### config.mk
export PLATFORM = sky130hd
export DESIGN_NAME = throttle_temp_speed_map_with_faults_flat
export DESIGN_NICKNAME = d
export VERILOG_FILES = /design/src/rtl/ttsm_pkg.sv /design/src/rtl/ttsm_sample_if.sv /design/src/rtl/ttsm_result_if.sv /design/src/rtl/throttle_temp_speed_map_with_faults.sv /design/src/flat_wrapper.sv
export SDC_FILE = /design/constraint.sdc
export NUM_CORES = 1
export LEC_CHECK = 0
export ABC_CLOCK_PERIOD_IN_PS = 8150
export BUFFER_PORTS_ARGS = -buffer_cell sky130_fd_sc_hd__clkbuf_2
export CAP_MARGIN = 40
export CELL_PAD_IN_SITES_DETAIL_PLACEMENT = 1
export CELL_PAD_IN_SITES_GLOBAL_PLACEMENT = 1
export CORE_AREA = 2 2 170 130
export DETAILED_ROUTE_END_ITERATION = 10
export DIE_AREA = 0 0 172 132
export GPL_TIMING_DRIVEN = 0
export PLACE_DENSITY = 0.65
export SLEW_MARGIN = 20
export SYNTH_ARGS = -nofsm -noshare
export SYNTH_HDL_FRONTEND = slang
export SYNTH_SLANG_ARGS = --single-unit
### constraint.sdc
create_clock -name clk -period 8.15 [get_ports clk]
set_clock_uncertainty 0.1 [all_clocks]
set_input_delay 2.0375 -clock clk [delete_from_list [all_inputs] [get_ports clk]]
set_output_delay 2.0375 -clock clk [all_outputs]
set_load 0.01 [all_outputs]
### src/rtl/ttsm_pkg.sv
// Shared types, codes and constant tables for the throttle/temperature speed map.
package ttsm_pkg;

  localparam int THROTTLE_POINTS = 11;
  localparam int TEMP_POINTS     = 5;
  localparam int THR_IDX_W       = $clog2(THROTTLE_POINTS);
  localparam int TMP_IDX_W       = $clog2(TEMP_POINTS);
  localparam int REG_IDX_W       = 2;
  localparam int SHOWN_SLOTS     = 3;

  typedef enum logic [2:0] {
    OUTCOME_TABLE      = 3'd0,
    OUTCOME_THR_LIMIT  = 3'd1,
    OUTCOME_THR_OFFMAP = 3'd2,
    OUTCOME_TMP_OFFMAP = 3'd3,
    OUTCOME_SAFE       = 3'd4,
    OUTCOME_CLAMP      = 3'd5
  } outcome_t;

  typedef enum logic [1:0] {
    FAULT_NONE  = 2'd0,
    FAULT_THR   = 2'd1,
    FAULT_TMP   = 2'd2,
    FAULT_SPEED = 2'd3
  } fault_t;

  localparam logic [REG_IDX_W-1:0] REG_THROTTLE_LIMIT   = 2'd0;
  localparam logic [REG_IDX_W-1:0] REG_TEMP_POINT_LIMIT = 2'd1;
  localparam logic [REG_IDX_W-1:0] REG_SPEED_LIMIT      = 2'd2;
  localparam logic [REG_IDX_W-1:0] REG_SAFE_SPEED       = 2'd3;

  localparam logic [7:0] CODE_THR   = 8'hA1;
  localparam logic [7:0] CODE_TMP   = 8'hB2;
  localparam logic [7:0] CODE_SPEED = 8'hC3;
  localparam logic [7:0] CODE_EMPTY = 8'h00;

  localparam logic [7:0] RST_THROTTLE_LIMIT   = 8'd100;
  localparam logic [7:0] RST_TEMP_POINT_LIMIT = 8'd60;
  localparam logic [7:0] RST_SPEED_LIMIT      = 8'd255;
  localparam logic [7:0] RST_SAFE_SPEED       = 8'd50;

  localparam logic [7:0] THR_POINT [THROTTLE_POINTS] = '{
    8'd0, 8'd10, 8'd20, 8'd30, 8'd40, 8'd50, 8'd60, 8'd70, 8'd80, 8'd90, 8'd100
  };

  localparam logic [7:0] TMP_POINT [TEMP_POINTS] = '{
    8'd40, 8'd50, 8'd70, 8'd90, 8'd110
  };

  localparam logic [7:0] SPEED_ROM [THROTTLE_POINTS][TEMP_POINTS] = '{
    '{8'd0,   8'd0,   8'd0,   8'd0,   8'd0  },
    '{8'd10,  8'd70,  8'd80,  8'd50,  8'd40 },
    '{8'd30,  8'd70,  8'd80,  8'd50,  8'd40 },
    '{8'd50,  8'd70,  8'd80,  8'd50,  8'd40 },
    '{8'd70,  8'd70,  8'd80,  8'd50,  8'd40 },
    '{8'd90,  8'd70,  8'd80,  8'd50,  8'd40 },
    '{8'd120, 8'd70,  8'd80,  8'd50,  8'd40 },
    '{8'd150, 8'd70,  8'd80,  8'd50,  8'd40 },
    '{8'd200, 8'd100, 8'd110, 8'd70,  8'd60 },
    '{8'd230, 8'd120, 8'd130, 8'd90,  8'd80 },
    '{8'd254, 8'd150, 8'd160, 8'd120, 8'd100}
  };

endpackage

### src/rtl/ttsm_sample_if.sv
// Input channel: one throttle/temperature item per handshake.
interface ttsm_sample_if;
  logic               valid;
  logic               ready;
  logic signed [7:0]  throttle_percent;
  logic signed [10:0] temperature_c;

  modport source (output valid, throttle_percent, temperature_c, input ready);
  modport sink   (input valid, throttle_percent, temperature_c, output ready);
endinterface

### src/rtl/ttsm_result_if.sv
// Output channel: speed, outcome, fault and fault log contents per item.
interface ttsm_result_if;
  logic       valid;
  logic       ready;
  logic [7:0] motor_speed;
  logic [2:0] outcome;
  logic [1:0] fault_raised;
  logic [7:0] log_slot_zero;
  logic [7:0] log_slot_one;
  logic [7:0] log_slot_two;

  modport source (output valid, motor_speed, outcome, fault_raised,
                  log_slot_zero, log_slot_one, log_slot_two, input ready);
  modport sink   (input valid, motor_speed, outcome, fault_raised,
                  log_slot_zero, log_slot_one, log_slot_two, output ready);
endinterface

### src/rtl/throttle_temp_speed_map_with_faults.sv
// Top level: throttle/temperature speed map with limit checks and fault log.
// An item in the input register moves on to the result register once that register is empty or being read.
// Throughput: one item per cycle while the result is not stalled; the map, checks and log update sit in one stage.
// Reset (rst, synchronous): limits to defaults, fault log empty, both stages empty.
// A stalled result holds; the input register still takes an item while it is free.
module throttle_temp_speed_map_with_faults #(
  parameter int LOG_SLOTS = 3
) (
  input  logic                           clk,
  input  logic                           rst,
  ttsm_sample_if.sink                    samp,
  ttsm_result_if.source                  res,
  input  logic                           wr_en,
  input  logic [ttsm_pkg::REG_IDX_W-1:0] wr_index,
  input  logic [7:0]                     wr_data
);
  import ttsm_pkg::*;

  logic [7:0] throttle_limit;
  logic [7:0] temp_point_limit;
  logic [7:0] speed_limit;
  logic [7:0] safe_speed;

  logic               s_valid;
  logic signed [7:0]  s_thr;
  logic signed [10:0] s_tmp;
  logic               advance;

  logic [7:0] fault_log      [LOG_SLOTS];
  logic [7:0] fault_log_next [LOG_SLOTS];
  logic [7:0] shown          [SHOWN_SLOTS];

  logic                 thr_found;
  logic [THR_IDX_W-1:0] thr_idx;
  logic                 tmp_found;
  logic [TMP_IDX_W-1:0] tmp_idx;
  logic [7:0]           rom_speed;
  logic [7:0]           speed;
  outcome_t             outcome;
  fault_t               fault;
  logic [7:0]           code;
  logic                 present;
  logic [LOG_SLOTS-1:0] free_sel;

  // configuration
  always_ff @(posedge clk) begin
    if (rst) begin
      throttle_limit   <= RST_THROTTLE_LIMIT;
      temp_point_limit <= RST_TEMP_POINT_LIMIT;
      speed_limit      <= RST_SPEED_LIMIT;
      safe_speed       <= RST_SAFE_SPEED;
    end else if (wr_en) begin
      unique case (wr_index)
        REG_THROTTLE_LIMIT:   throttle_limit   <= wr_data;
        REG_TEMP_POINT_LIMIT: temp_point_limit <= wr_data;
        REG_SPEED_LIMIT:      speed_limit      <= wr_data;
        REG_SAFE_SPEED:       safe_speed       <= wr_data;
      endcase
    end
  end

  assign advance    = s_valid && (!res.valid || res.ready);
  assign samp.ready = !s_valid || advance;

  // input register
  always_ff @(posedge clk) begin
    if (rst) begin
      s_valid <= 1'b0;
    end else if (samp.ready) begin
      s_valid <= samp.valid;
    end
  end

  always_ff @(posedge clk) begin
    if (samp.valid && samp.ready) begin
      s_thr <= samp.throttle_percent;
      s_tmp <= samp.temperature_c;
    end
  end

  // breakpoint searches, first point above the value
  always_comb begin
    thr_found = 1'b0;
    thr_idx   = '0;
    for (int i = THROTTLE_POINTS - 1; i >= 0; i--) begin
      if (s_thr < $signed({1'b0, THR_POINT[i]})) begin
        thr_found = 1'b1;
        thr_idx   = THR_IDX_W'(i);
      end
    end
    tmp_found = 1'b0;
    tmp_idx   = '0;
    for (int i = TEMP_POINTS - 1; i >= 0; i--) begin
      if (s_tmp < $signed({4'b0, TMP_POINT[i]})) begin
        tmp_found = 1'b1;
        tmp_idx   = TMP_IDX_W'(i);
      end
    end
  end

  assign rom_speed = SPEED_ROM[thr_idx][tmp_idx];

  always_comb begin
    speed   = rom_speed;
    outcome = OUTCOME_TABLE;
    fault   = FAULT_NONE;
    priority if (s_thr > $signed({1'b0, throttle_limit})) begin
      speed   = throttle_limit;
      outcome = OUTCOME_THR_LIMIT;
      fault   = FAULT_THR;
    end else if (!thr_found) begin
      speed   = '0;
      outcome = OUTCOME_THR_OFFMAP;
      fault   = FAULT_THR;
    end else if (!tmp_found) begin
      speed   = '0;
      outcome = OUTCOME_TMP_OFFMAP;
      fault   = FAULT_TMP;
    end else if (TMP_POINT[tmp_idx] > temp_point_limit) begin
      speed   = safe_speed;
      outcome = OUTCOME_SAFE;
      fault   = FAULT_TMP;
    end else if (rom_speed > speed_limit) begin
      speed   = speed_limit;
      outcome = OUTCOME_CLAMP;
      fault   = FAULT_SPEED;
    end else begin
      speed   = rom_speed;
    end
  end

  // fault log: skip if present, else highest empty slot, else drop
  always_comb begin
    unique case (fault)
      FAULT_NONE:  code = CODE_EMPTY;
      FAULT_THR:   code = CODE_THR;
      FAULT_TMP:   code = CODE_TMP;
      FAULT_SPEED: code = CODE_SPEED;
    endcase
    present  = 1'b0;
    free_sel = '0;
    for (int i = 0; i < LOG_SLOTS; i++) begin
      if (fault_log[i] == code) begin
        present = 1'b1;
      end
      if (fault_log[i] == CODE_EMPTY) begin
        free_sel    = '0;
        free_sel[i] = 1'b1;
      end
    end
    for (int i = 0; i < LOG_SLOTS; i++) begin
      fault_log_next[i] = fault_log[i];
      if (fault != FAULT_NONE && !present && free_sel[i]) begin
        fault_log_next[i] = code;
      end
    end
  end

  always_ff @(posedge clk) begin
    if (rst) begin
      for (int i = 0; i < LOG_SLOTS; i++) begin
        fault_log[i] <= CODE_EMPTY;
      end
    end else if (advance) begin
      fault_log <= fault_log_next;
    end
  end

  for (genvar g = 0; g < SHOWN_SLOTS; g++) begin : g_shown
    if (g < LOG_SLOTS) begin : g_slot
      assign shown[g] = fault_log_next[g];
    end else begin : g_none
      assign shown[g] = CODE_EMPTY;
    end
  end

  // result register
  always_ff @(posedge clk) begin
    if (rst) begin
      res.valid <= 1'b0;
    end else if (advance) begin
      res.valid <= 1'b1;
    end else if (res.ready) begin
      res.valid <= 1'b0;
    end
  end

  always_ff @(posedge clk) begin
    if (advance) begin
      res.motor_speed   <= speed;
      res.outcome       <= outcome;
      res.fault_raised  <= fault;
      res.log_slot_zero <= shown[0];
      res.log_slot_one  <= shown[1];
      res.log_slot_two  <= shown[2];
    end
  end

`ifndef SYNTHESIS
  for (genvar g = 0; g < LOG_SLOTS; g++) begin : g_log_chk
    a_slot_sticky: assert property (@(posedge clk) disable iff (rst)
      (fault_log[g] != CODE_EMPTY) |=> (fault_log[g] == $past(fault_log[g])))
      else $error("filled fault log slot changed");

    a_log_advance_only: assert property (@(posedge clk) disable iff (rst)
      !$past(advance) && !$past(rst) |-> (fault_log[g] == $past(fault_log[g])))
      else $error("fault log changed without an item");
  end

  a_stage_hold: assert property (@(posedge clk) disable iff (rst)
    (s_valid && !advance) |=> s_valid)
    else $error("input register lost an item under stall");

  a_table_no_fault: assert property (@(posedge clk) disable iff (rst)
    (res.valid && res.outcome == OUTCOME_TABLE) |-> (res.fault_raised == FAULT_NONE))
    else $error("table outcome with a fault raised");

  a_clamp_speed: assert property (@(posedge clk) disable iff (rst)
    (res.valid && res.outcome == OUTCOME_CLAMP) |-> (res.motor_speed == speed_limit))
    else $error("clamped speed differs from speed limit");
`endif

endmodule
### src/flat_wrapper.sv
// flat-port wrapper written by rule: the top's interface ports become plain ports
module throttle_temp_speed_map_with_faults_flat import ttsm_pkg::*;
#(
  parameter int LOG_SLOTS = 3
)
  (clk, rst, wr_en, wr_index, wr_data, samp_valid, samp_throttle_percent, samp_temperature_c, samp_ready, res_valid, res_motor_speed, res_outcome, res_fault_raised, res_log_slot_zero, res_log_slot_one, res_log_slot_two, res_ready);
  ttsm_sample_if samp_i ();
  ttsm_result_if res_i ();
  input  logic clk;
  input  logic rst;
  input  logic wr_en;
  input  logic [ttsm_pkg::REG_IDX_W-1:0] wr_index;
  input  logic [7:0] wr_data;
  input wire logic [$bits(samp_i.valid)-1:0] samp_valid;
  input wire logic [$bits(samp_i.throttle_percent)-1:0] samp_throttle_percent;
  input wire logic [$bits(samp_i.temperature_c)-1:0] samp_temperature_c;
  output wire logic [$bits(samp_i.ready)-1:0] samp_ready;
  output wire logic [$bits(res_i.valid)-1:0] res_valid;
  output wire logic [$bits(res_i.motor_speed)-1:0] res_motor_speed;
  output wire logic [$bits(res_i.outcome)-1:0] res_outcome;
  output wire logic [$bits(res_i.fault_raised)-1:0] res_fault_raised;
  output wire logic [$bits(res_i.log_slot_zero)-1:0] res_log_slot_zero;
  output wire logic [$bits(res_i.log_slot_one)-1:0] res_log_slot_one;
  output wire logic [$bits(res_i.log_slot_two)-1:0] res_log_slot_two;
  input wire logic [$bits(res_i.ready)-1:0] res_ready;
  assign samp_i.valid = samp_valid;
  assign samp_i.throttle_percent = samp_throttle_percent;
  assign samp_i.temperature_c = samp_temperature_c;
  assign samp_ready = samp_i.ready;
  assign res_valid = res_i.valid;
  assign res_motor_speed = res_i.motor_speed;
  assign res_outcome = res_i.outcome;
  assign res_fault_raised = res_i.fault_raised;
  assign res_log_slot_zero = res_i.log_slot_zero;
  assign res_log_slot_one = res_i.log_slot_one;
  assign res_log_slot_two = res_i.log_slot_two;
  assign res_i.ready = res_ready;
  throttle_temp_speed_map_with_faults #(.LOG_SLOTS(LOG_SLOTS)) u_core (.clk(clk), .rst(rst), .samp(samp_i), .res(res_i), .wr_en(wr_en), .wr_index(wr_index), .wr_data(wr_data));
endmodule
==> results of run 1 <==
-- area by class of cell --
type | instances | area (µm²) | share of cell area, %
Multi-Input combinational cell | 465 | 3090 | 40.4
Sequential cell | 113 | 2810 | 36.8
Clock buffer | 18 | 439 | 5.75
Timing Repair Buffer | 76 | 405 | 5.31
Tap cell | 288 | 360 | 4.72
Inverter | 55 | 206 | 2.70
Buffer | 35 | 165 | 2.16
Clock inverter | 14 | 158 | 2.06
-- final timing paths --
| path | startpoint | to | slack [ns] | cells after the start |
|---|---|---|---|---|
| worst min-delay path | u_core.temp_point_limit[6] | u_core.temp_point_limit[6] | 0.35 | 2 |
| worst max-delay path | u_core.s_thr[6] | u_core.res.log_slot_two[7] | 0.47 | 26 |
| worst min register to register | u_core.temp_point_limit[6] | u_core.temp_point_limit[6] | 0.35 | 2 |
| worst max register to register | u_core.s_thr[6] | u_core.res.log_slot_two[7] | 0.47 | 26 |
-- sequential cells by signal (all words and copies together), names as in the netlist --
name / cells
u_core.fault_log: 24
u_core.s_tmp: 10
u_core.res.log_slot_one: 8
u_core.res.log_slot_two: 8
u_core.res.log_slot_zero: 8
u_core.res.motor_speed: 8
u_core.s_thr: 8
u_core.safe_speed: 8
u_core.speed_limit: 8
u_core.temp_point_limit: 8
u_core.throttle_limit: 8
u_core.res.outcome: 3
u_core.res.fault_raised: 2
u_core.res.valid: 1
u_core.s_valid: 1
-- through the flow --
stage / power (mW) / hold slack (ns) / std cells / utilization (%) / cell area, µm²
2_1_floorplan: 0.826 / 0.331 / 668 / - / 6240
5_1_grt: 1.74 / 0.379 / 1064 / 36.4 / 7630
3_3_place_gp: 0.919 / 0.346 / 1027 / 33.2 / 6960
3_5_place_dp: 0.923 / 0.348 / 1028 / 33.3 / 6980
6_report: 1.66 / 0.355 / 1064 / 36.4 / 7630
4_1_cts: 1.67 / 0.356 / 1060 / 36.1 / 7570
-- cells in the mapped netlist (all sizes together) (6+ instances only) --
cell type	n
nand2	91
a211oi	7
a21oi	35
nand3b	18
a31oi	8
o22ai	19
clkbuf	30
nand3	13
or4	8
inv	54
nor2	46
ha	35
edfxtp	55
o21ai	20
nor3	16
dfxtp	58
o31ai	19
nor2b	10
nand2b	8
a22oi	7
o211a	6
xor2	6
-- worst max-delay path: cells and delay by family (launching register included) --
| kind | cells | cell delay [ns] |
|---|---|---|
| compound gates | 8 | 1.92 |
| simple gates | 8 | 2.22 |
| mux | 1 | 0.36 |
| flops | 1 | 0.41 |
| fa+ha+maj | 3 | 0.90 |
| buf+inv | 5 | 1.25 |
| xor+xnor | 1 | 0.22 |
-- cell families (layout without fill, tap and decap cells) --
logic type / Yosys count / in the layout / synth area share [%]
multiplexers: 5 / 5 / 0.822
AND/OR/NAND/NOR: 244 / 244 / 19.6
XOR/XNOR: 9 / 9 / 1.26
AO/OA/AOI/OAI: 172 / 172 / 20.4
buffers and inverters: 90 / 198 / 5.89
flip-flops: 113 / 113 / 45.1
adder cells (fa/ha/maj): 35 / 35 / 7.02
-- metal layers --
| layer | wire (µm) | share of wire [%] | track usage (%) |
|---|---|---|---|
| met1 | 10400 | 54 | 28.4 |
| met2 | 7550 | 39 | 22.5 |
| met3 | 1050 | 5.5 | 3.42 |
| met4 | 256 | 1.3 | 5.04 |
| met5 | 0 | 0 | 0 |
-- power by group through the flow --
stage / registers, mW / clock network (mW) / logic (mW)
2_1_floorplan: 0.659 / 0 / 0.167
3_3_place_gp: 0.659 / 0 / 0.259
3_5_place_dp: 0.659 / 0 / 0.263
4_1_cts: 0.648 / 0.759 / 0.267
5_1_grt: 0.651 / 0.784 / 0.302
6_report: 0.647 / 0.746 / 0.272
-- layout by cell type, fill, tap and decap left out, types with 19 or more instances in the layout --
cell	count
a21oi_1	35
ha_1	35
clkbuf_2	75
clkbuf_1	26
o22ai_1	19
nor2_1	45
dfxtp_1	58
edfxtp_1	55
nand2_1	90
inv_1	52
-- repair_timing --
item	4_1_cts	5_1_grt
endpoints found under the setup margin	0	30
endpoints found under the hold margin	0	0
gates resized for setup	0	8
==> summary.txt, run 1 <==
Worst setup path
  • CP arrival: 7.72 ns
  • Crit end category: flop
  • Critical Path Most Common Cell: ha_1
  • Required @ worst endpoint: 8.19 ns
  • Worst Setup Start Kind: flop
  • CP max FO: 10
  • Slowest stage cell, crit path: o311a_2
  • Setup CP Type: flop to flop
  • CP max stage delay: 0.53 ns

STA
  • Highest clock rate: 130 MHz
  • Slew margin rel.: 45.3%
  • Final worst setup slack: 0.467 ns
  • Max Transition Viols Final: 0
  • Final min period: 7.68 ns
  • Final period util: 94.3%
  • Slew of the pin with the lowest slew margin: 0.817 ns
  • Setup repair after global routing missed its margin: no
  • Final hold vios: 0
  • Setup violators final: 0
  • Final TNS setup: 0 ns

Yosys
  • Post-synthesis register bit count: 113
  • Syn Inst Count: 668
  • Top cell type's share of synthesized area: 26.5%
  • Post-Syn Area per Cell: 9.34 µm²
  • Synth top area cells: edfxtp_1 26%, dfxtp_1 19%, ha_1 7.0%
  • Post-synth EDFFs: 55
  • Syn nets: 737
  • Cell area after synthesis: 0.00624 mm²
  • Register area share after synthesis: 45.1%
  • Top FF cell, synth: dfxtp_1
  • Post-synth top area cell: edfxtp_1
  • Async set-reset flop share out of synthesis: 0%
  • Synth cell types: 81
  • Syn. warnings: 0

Placed design
  • Dpl ws: 0.249 ns
  • Final Wtd Congestion: 0.855
  • HPWL after DPL: 14400 µm
  • I/O Buffers: 71

Route
  • Routed length per instance: 18.1 µm
  • Number of remaining DRC errors: 0
  • DRT Wirelength: 19200 µm
  • Via density: 5.11
  • Routed via count: 5434
  • Post-DRT Antenna Nets: 0
  • Pre-antenna DRT Iters: 5
  • DRT iter0 DRCs: 427

Clocking
  • Cts hold-fix bufs: 0
  • Setup repair bufs after CTS: 0
  • CTS Root Buffer Type: clkbuf_16
  • Clock Sinks: 113
  • CTS tree: done
  • Htree depth: 4
  • Clock-pin slew on the worst setup and hold paths: 0.06 ns
  • CTS buffer count: 17
  • Max clock buf depth: 2
  • Clock latency on the worst-skew pair: 0.42 ns

Power and ir drop
  • LEAKAGE: 3.11 nW
  • Reg power frac: 38.9%
  • Sw frac: 28.9%
  • Clock power share: 44.8%
  • Peak supply drop: 0.147 mV
  • Pint: 1.18 mW
  • Comb pwr share: 16.3%
  • Cell Pwr Density: 218 mW/mm²
  • Sw power: 0.481 mW

Worst hold path
  • HP Class: flop to flop

Global route
  • GR Util All Layers: 17.4%
  • Global-route wire length before repair: 30600 µm
  • GRT overflow: 0
  • Vias in the first global route: 5259
  • Pin count of the biggest net entering global routing: 39
  • Initial antenna violation count: 1

Die
  • DIE HEIGHT: 132 µm
  • Die area: 0.0227 mm²
  • CORE AREA: 0.0210 mm²
  • Number of cell rows: 46
  • Initial Util: 29.8%
  • Die width: 172 µm
  • IO Pins: 73

Job
  • # Max-Cap Violations: 0

Finish
  • Nets: 832
  • Layout cells sized above 1: 18.9%
  • N_diodes: 0
  • Syn-to-layout area delta: 22.3%
  • Fillers: 2481

Run status
  • Status: finished, final reports clean
No activity file was read; power rests on OpenSTA's default activity.
==> run 2: changes to the inputs <==
--- a/config.mk
+++ b/config.mk
@@ -15,6 +15,7 @@
 export DIE_AREA = 0 0 172 132
 export GPL_TIMING_DRIVEN = 0
 export PLACE_DENSITY = 0.65
+export REMOVE_ABC_BUFFERS = 1
 export SLEW_MARGIN = 20
 export SYNTH_ARGS = -nofsm -noshare
 export SYNTH_HDL_FRONTEND = slang
==> run 2 against run 1 <==
Against the previous run:
- sequential power grew 0.6%
- highest routed layer unchanged
- hold slack gained 0.0077 ns
- non-clock buffer count shrank 32
- flip-flop and latch count is the same
- final area is 1.7% lower
- global-route usage is 1.0 points lower
- die area unchanged
- routed wire length decreased by 7.0%
- setup slack improved by 0.26 ns
- largest cell class unchanged
- combinational power down 3%
- via count is 2.7% lower
==> summary.txt, run 2 (synthesis results as in run 1) <==
Global route
  • GRT met1 Usage: 24.4%
  • Met3 GRT Util: 3.03%
  • Global-route wire length before repair: 28900 µm
  • GR Util All Layers: 16.4%
  • Vias in the first global route: 5217
  • Grt peak-use layer: met2
  • GRT overflow: 0
  • Initial antenna violation count: 0
  • Met2 Resource Use GR: 24.4%
  • Pin count of the biggest net entering global routing: 68

Route
  • Post-DRT Antenna Nets: 0
  • Via density: 5.13
  • Routed via count: 5288
  • DRT Wirelength: 17900 µm
  • Routed length per instance: 17.4 µm
  • Pre-antenna DRT Iters: 5
  • Number of remaining DRC errors: 0
  • DRT iter0 DRCs: 365

Die
  • Initial Util: 29.8%
  • IO Pins: 73
  • Die width: 172 µm
  • Number of cell rows: 46
  • Die area: 0.0227 mm²
  • CORE AREA: 0.0210 mm²
  • DIE HEIGHT: 132 µm

Clocking
  • Cts hold-fix bufs: 0
  • Clock latency on the worst-skew pair: 0.41 ns
  • Clock Sinks: 113
  • Htree depth: 4
  • CTS buffer count: 17
  • CTS tree: done
  • Clock-pin slew on the worst setup and hold paths: 0.06 ns
  • Setup repair bufs after CTS: 0
  • PostCTS Resize Cnt: 0
  • Max clock buf depth: 2
  • CTS Root Buffer Type: clkbuf_16

STA
  • Slew margin rel.: 46.6%
  • Final hold vios: 0
  • Setup repair after global routing missed its margin: no
  • Final period util: 91.1%
  • Max Transition Viols Final: 0
  • Slew of the pin with the lowest slew margin: 0.797 ns
  • Setup violators final: 0
  • Highest clock rate: 135 MHz
  • Final TNS setup: 0 ns
  • Final min period: 7.43 ns

Finish
  • Most common cell after layout, fill and taps aside: nand2_1
  • Fillers: 2438
  • Top flop regs: u_core.fault_log x24, u_core.s_tmp x10
  • Nets: 800
  • Syn-to-layout area delta: 20.2%
  • Layout Cells excl Fill: 1031
  • Reg area: 0.00281 mm²
  • Top reg by flops: u_core.fault_log
  • Multi-input logic area: 0.00309 mm²
  • Most frequent cells in the layout: 90 x nand2_1, 70 x clkbuf_2, 58 x dfxtp_1, 55 x edfxtp_1, 52 x inv_1
  • Largest register FFs: 24
  • Layout cells sized above 1: 18.6%
  • N_diodes: 0

Worst setup path
  • CP arrival: 7.46 ns
  • Slowest stage cell, crit path: a311oi_2
  • Setup CP Type: flop to flop
  • Required @ worst endpoint: 8.18 ns
  • Reg2Reg Launch Point: u_core.s_thr[7]
  • Cell breakdown of the critical path: inv_1 > nand2_1 > o311a_2 > inv_1 > ha_1 > nand3_1 > a31oi_1 > nor3_1 > ha_1 > nand4_1 > or4_1 > o31a_2 > a311oi_2 > inv_1 > ha_1 > nor2_1 > a22oi_1 > nor3_1 > a31oi_1 > mux2i_4 > buf_16 > o31ai_1
  • CP max FO: 25
  • Crit end category: flop
  • Crit path from: u_core.s_thr[7]
  • Worst Setup Start Kind: flop
  • CP max stage delay: 0.59 ns

Worst hold path
  • Worst Hold Launch: u_core.safe_speed[2]
  • HP Class: flop to flop

Placed design
  • I/O Buffers: 71
  • Final Wtd Congestion: 0.807
  • Placed Cells: 999
  • HPWL after DPL: 13100 µm

Power and ir drop
  • Peak supply drop: 0.109 mV
  • Cell Pwr Density: 222 mW/mm²
  • LEAKAGE: 3.06 nW
  • Total Power: 1.66 mW

Job
  • # Max-Cap Violations: 0

Run status
  • Status: finished, final reports clean
[run 2: through the flow]
stage	area (µm²)	hold WS, ns	utilization [%]	worst slack, ns
2_1_floorplan	6080	0.325	-	1.28
3_3_place_gp	6800	0.341	32.4	-0.948
3_5_place_dp	6910	0.355	33.0	0.795
4_1_cts	7500	0.364	35.8	0.698
5_1_grt	7500	0.372	35.8	0.280
6_report	7500	0.362	35.8	0.724
[run 2: worst paths after layout]
check	to	slack (ns)	depth (start not counted)
setup reg to reg	u_core.res.log_slot_one[0]	0.72	22
hold / removal	u_core.safe_speed[2]	0.36	2
setup / recovery	u_core.res.log_slot_one[0]	0.72	22
hold reg to reg	u_core.safe_speed[2]	0.36	2
[run 2: power breakdown]
| group | total [mW] | internal (mW) | leakage (nW) | switching, mW |
|---|---|---|---|---|
| clock | 0.749 | 0.483 | 0.283 | 0.266 |
| sequential | 0.651 | 0.629 | 0.999 | 0.0223 |
| combinational | 0.265 | 0.0996 | 1.78 | 0.165 |
| total | 1.66 | 1.21 | 3.06 | 0.454 |
[run 2: critical path: cells and delay by family, from the launching register on]
family | cells | cell delay [ns]
simple gates | 7 | 1.96
flops | 1 | 0.52
compound gates | 7 | 2.18
mux | 1 | 0.38
buf+inv | 4 | 0.87
fa+ha+maj | 3 | 1.13
[run 2: layout make-up]
cell class | count | share of cell area [%]
clock buffer | 19 | 5.90
clock inverter | 12 | 1.88
multi-input combinational | 465 | 41.1
tap | 288 | 4.80
timing repair buffer | 79 | 6.05
inverter | 55 | 2.75
sequential | 113 | 37.5
[run 2: per-layer routing]
layer  up-vias  wire [µm]
met5         -          0
met4         0        146
met3        13        628
met2       110       7910
met1      2594       9210
li1       2571          -
